==> config.mk <==
export PLATFORM = sky130hd
export DESIGN_NAME = ibrt_match
export DESIGN_NICKNAME = d
export VERILOG_FILES = /design/src/rtl/core/ibrt_pkg.sv /design/src/rtl/core/ibrt_match.sv
export SDC_FILE = /design/constraint.sdc
export NUM_CORES = 1
export LEC_CHECK = 0
export BUFFER_PORTS_ARGS = -buffer_cell sky130_fd_sc_hd__buf_2
export CAP_MARGIN = 20
export CELL_PAD_IN_SITES_DETAIL_PLACEMENT = 1
export CELL_PAD_IN_SITES_GLOBAL_PLACEMENT = 1
export CORE_MARGIN = 1
export CORE_UTILIZATION = 31
export DETAILED_ROUTE_END_ITERATION = 10
export PLACE_DENSITY = 0.82
export SYNTH_ARGS = -nofsm -noshare
export SYNTH_HDL_FRONTEND = slang
export SYNTH_SLANG_ARGS = --single-unit
==> constraint.sdc <==
create_clock -name vclk -period 4.9
set_clock_uncertainty 0.2 [all_clocks]
set_input_delay 0.49 -clock vclk [all_inputs]
set_output_delay 0.49 -clock vclk [all_outputs]
set_load 0.02 [all_outputs]
==> src/rtl/core/ibrt_pkg.sv <==
// Package for the IP block rule table: request/response/rule types, codes,
// and address key and prefix mask helpers. No dependencies.
package ibrt_pkg;

    localparam int MAX_RULES_DEF = 64;
    localparam int ADDR_W        = 128;

    localparam logic [7:0] V4_MAX_PREFIX = 8'd32;
    localparam logic [7:0] V6_MAX_PREFIX = 8'd128;

    localparam logic [1:0] CMD_ADD_ADDR   = 2'd0;
    localparam logic [1:0] CMD_ADD_RANGE  = 2'd1;
    localparam logic [1:0] CMD_ADD_SUBNET = 2'd2;
    localparam logic [1:0] CMD_CHECK      = 2'd3;

    localparam logic [1:0] KIND_ADDR   = 2'd0;
    localparam logic [1:0] KIND_RANGE  = 2'd1;
    localparam logic [1:0] KIND_SUBNET = 2'd2;

    localparam logic FAM_V4 = 1'b0;

    localparam logic [1:0] ST_OK        = 2'd0;
    localparam logic [1:0] ST_RANGE_BAD = 2'd1;
    localparam logic [1:0] ST_FULL      = 2'd2;

    typedef struct packed {
        logic [1:0]  cmd;
        logic        family;
        logic [63:0] addr_hi;
        logic [63:0] addr_lo;
        logic [63:0] end_hi;
        logic [63:0] end_lo;
        logic [7:0]  prefix_len;
    } req_t;

    typedef struct packed {
        logic       blocked;
        logic [1:0] status;
    } resp_t;

    typedef struct packed {
        logic [1:0]  kind;
        logic        family;
        logic [63:0] start_hi;
        logic [63:0] start_lo;
        logic [63:0] end_hi;
        logic [63:0] end_lo;
        logic [7:0]  prefix;
    } rule_t;

    // Comparable key: IPv4 keeps only bits 63:32 of the high half.
    function automatic logic [ADDR_W-1:0] addr_key(input logic fam, input logic [63:0] hi,
                                                   input logic [63:0] lo);
        logic [ADDR_W-1:0] k;
        if (fam == FAM_V4) begin
            k = {hi[63:32], 96'd0};
        end else begin
            k = {hi, lo};
        end
        return k;
    endfunction

    // Prefix is already clamped to at most 128.
    function automatic logic [ADDR_W-1:0] prefix_mask(input logic [7:0] p);
        logic [ADDR_W-1:0] m;
        if (p == 8'd0) begin
            m = '0;
        end else begin
            m = {ADDR_W{1'b1}} << (V6_MAX_PREFIX - p);
        end
        return m;
    endfunction

    function automatic logic [7:0] clamp_prefix(input logic fam, input logic [7:0] p);
        logic [7:0] maxp;
        maxp = (fam == FAM_V4) ? V4_MAX_PREFIX : V6_MAX_PREFIX;
        return (p > maxp) ? maxp : p;
    endfunction

endpackage

==> src/rtl/core/ibrt_match.sv <==
// Match unit for one stored rule against the queried address.
// Depends on ibrt_pkg.
module ibrt_match (
    input  logic           q_family,
    input  logic [63:0]    q_hi,
    input  logic [63:0]    q_lo,
    input  ibrt_pkg::rule_t entry,
    output logic           hit
);

    logic [ibrt_pkg::ADDR_W-1:0] q_key;
    logic [ibrt_pkg::ADDR_W-1:0] s_key;
    logic [ibrt_pkg::ADDR_W-1:0] e_key;
    logic [ibrt_pkg::ADDR_W-1:0] mask;
    logic                        kind_hit;

    assign q_key = ibrt_pkg::addr_key(q_family, q_hi, q_lo);
    assign s_key = ibrt_pkg::addr_key(q_family, entry.start_hi, entry.start_lo);
    assign e_key = ibrt_pkg::addr_key(q_family, entry.end_hi, entry.end_lo);
    assign mask  = ibrt_pkg::prefix_mask(entry.prefix);

    always_comb begin
        case (entry.kind)
            ibrt_pkg::KIND_ADDR:   kind_hit = (q_key == s_key);
            ibrt_pkg::KIND_RANGE:  kind_hit = (q_key >= s_key) && (q_key <= e_key);
            ibrt_pkg::KIND_SUBNET: kind_hit = (((q_key ^ s_key) & mask) == '0);
            default:               kind_hit = 1'b0;
        endcase
    end

    assign hit = (entry.family == q_family) && kind_hit;

endmodule

==> metrics.txt <==
total of warnings raised by yosys=0; worst hold margin=1.333 ns; count of input and output buffers=397; Max FO, Critical Path=14; arrival time worst endpoint=4.03 ns; critical-path cell list=buf_2, inv_1, ha_1, inv_1, ha_2, nand2b_1, nand3_1, nor3b_1, or4_1, nor4_2, o221ai_1, nor4_2, a221oi_1, nor3_2, buf_2; register area=0 sq um; final count of hold timing violations=0; total leakage power=about 6.2 nW; number of standard cells in the layout, taps in and fillers out=2147; Die Width=175.5 um; number of antenna violations at the first check in global routing=2; height of the die=175.5 um; Avg Cell Area, Syn=6.809 sq um; length of routed met3 wiring=2.036 mm; Net count, final=2409; max incr delay on CP=0.49 ns; io pins=397; type of origin of the critical path=input pin; Congestion Overflow GR=0; share of power burned in combinational logic=100.0%; final non-filler cell area=12000 sq um; setup-violating endpoint count in the final report=0; number of instances in the synthesized netlist=1370; detail-routed via count per cell=5.567; Int Power=0.5137 mW; total power density per cell area=99.75 nW/um^2; Clk pwr share=0%; RSZ-0062 raised after global routing=false; min-delay src=entry[264]; number of global-route vias before repair=12.59k; largest net degree at the start of global routing=62; Endpoint, Worst Hold=hit; category of the critical setup timing path=in -> out; met2 routed WL=22.04 mm; proportion of synthesized chip area in sequential cells=0%; length of routed wiring on met1=18.58 mm; number of nets still failing antenna checks after routing=0; Max Fclk=211.7 MHz; clock period minus worst slack=between 4 and 5 ns; part of the power in registers=0%; Synth Cell Area=9329 sq um; placeable core region=29640 sq um; number of cell rows=63; total detailed-routing wirelength=44.13 mm; Data required, critical path=~4.2 ns; residual DRC count=0; clock buf count=0; number of cells after detailed placement=roughly 2.1k; syn nets=2022; status=completed; type of destination of the critical path=primary output; worst relative slew slack=between 50% and 60%; initial core utilization=31.48%; post-detailed-placement half-perimeter wirelength=39.76 mm; final estimated routing congestion in global placement=0.9914; standard cell with the maximum stage delay on the critical path=sky130_fd_sc_hd__or4_1; wire length of the first global-routing pass=67.50 mm; proportion of layout cells with a drive suffix above 1=27.07%; Cell variety after synth=73; Max Cap Viol=0; leading cell type in the layout, fill and taps excluded=sky130_fd_sc_hd__buf_2; highest metal layer with signal wires=met4; switching part of the total=57.08%; depth of the worst hold-timing path=5; final critical-path share of the clock period=a little over nine tenths; maximum ir drop on the vdd rail=0.03086 mV; cts hold-fix bufs=0; PnR Total Power=between 1 and 1.5 mW; total track usage=27.66%; Buffers & Inverters on Critical Path=4; setup TNS=0 ns; Die Area=30790 sq um; path type of the worst min-delay path=in -> out; # Post-CTS Setup Buffers=0; drt first pass iters=5; switching component of the power=0.6831 mW; vias post-DR=about 12k; Avg WL per Cell=20.56 um; Top delay family on crit path=simple AND/OR/NAND/NOR gates; placed standard-cell area=11930 sq um; max-slew violation total from the final report=0; leading cell types in the layout, fill and taps excluded=396 x sky130_fd_sc_hd__buf_2, 259 x sky130_fd_sc_hd__nand2_1, 255 x sky130_fd_sc_hd__ha_1, 116 x sky130_fd_sc_hd__a21oi_1, 103 x sky130_fd_sc_hd__and2_1; iteration-0 DRC count of the detailed router=about 600; post-layout worst setup margin=0.1756 ns; number of sequential cells=0; startpoint of the most critical setup path=entry[0]; worst slew pin tran=between 0.7 and 0.8 ns; area delta synth->final=28.61%; Layout Utilization=40.48%; Placement Setup Slack=-0.1395 ns
-- Yosys cell counts (8+ instances only) --
| cell | n | area [sq um] |
|---|---|---|
| sky130_fd_sc_hd__clkbuf_1 | 40 | 150.1 |
| sky130_fd_sc_hd__nand4_1 | 50 | 312.8 |
| sky130_fd_sc_hd__a21oi_1 | 117 | 585.6 |
| sky130_fd_sc_hd__a21o_1 | 27 | 202.7 |
| sky130_fd_sc_hd__nand3_1 | 26 | 130.1 |
| sky130_fd_sc_hd__o221ai_1 | 10 | 87.58 |
| sky130_fd_sc_hd__ha_1 | 256 | 3203 |
| sky130_fd_sc_hd__o211ai_1 | 12 | 90.09 |
| sky130_fd_sc_hd__buf_2 | 8 | 40.04 |
| sky130_fd_sc_hd__o21bai_1 | 8 | 60.06 |
| sky130_fd_sc_hd__o21a_1 | 10 | 75.07 |
| sky130_fd_sc_hd__inv_1 | 87 | 326.6 |
| sky130_fd_sc_hd__o22ai_1 | 16 | 100.1 |
| sky130_fd_sc_hd__o31ai_1 | 8 | 60.06 |
| sky130_fd_sc_hd__nand2b_1 | 8 | 50.05 |
| sky130_fd_sc_hd__nand2_1 | 259 | 972.2 |
| sky130_fd_sc_hd__and4_1 | 8 | 70.07 |
| sky130_fd_sc_hd__nor4_1 | 12 | 75.07 |
| sky130_fd_sc_hd__a211oi_1 | 24 | 180.2 |
| sky130_fd_sc_hd__nor2_1 | 43 | 161.4 |
| sky130_fd_sc_hd__nor2b_1 | 13 | 81.33 |
| sky130_fd_sc_hd__o21ai_0 | 52 | 260.3 |
| sky130_fd_sc_hd__and2_1 | 103 | 644.4 |
| sky130_fd_sc_hd__nor3_1 | 34 | 170.2 |
-- routing by layer --
layer,vias up,global-route usage [%]
met4,0,8.442
met1,5640,33.24
met5,-,0
met2,399,51.97
met3,78,1.818
li1,5836,-
-- timing repair --
action                     4_1_cts  5_1_grt
pin swaps                        0        1
setup endpoints to repair        1        1
resized for setup                3       10
-- worst max path at each step --
stage               endpoint  slack, ns  cells past startpoint
floorplan                hit       0.01                     16
global placement         hit       0.05                     14
detailed placement       hit      -0.14                     14
CTS                      hit       0.02                     15
global route             hit      0.002                     14
finish                   hit       0.18                     15
-- power groups by stage --
stage          Sequential (mW)     Clock, mW  Combinational, mW
3_3_place_gp                 0             0               1.15
2_1_floorplan                0             0              0.681
4_1_cts                      0             0               1.19
3_5_place_dp                 0             0               1.18
6_report                     0  0.0000000545               1.20
5_1_grt                      0  0.0000000546               1.32
-- layout make-up --
class	count	area [sq um]
multi-input combinational	1225	8790
inverter	87	326.6
fill	3987	17640
timing repair buffer	443	2389
antenna	2	5.005
tap	390	488.0
-- kinds of logic after synthesis --
family / Yosys count / share of synthesized area [%]
simple gates: 594 / 32.18
buf+inv: 145 / 6.545
mux: 1 / 0.1073
fa+ha+maj: 256 / 34.33
xor+xnor: 10 / 0.9388
compound gates: 364 / 25.90
Note: power is estimated with default switching activity, not from simulation.
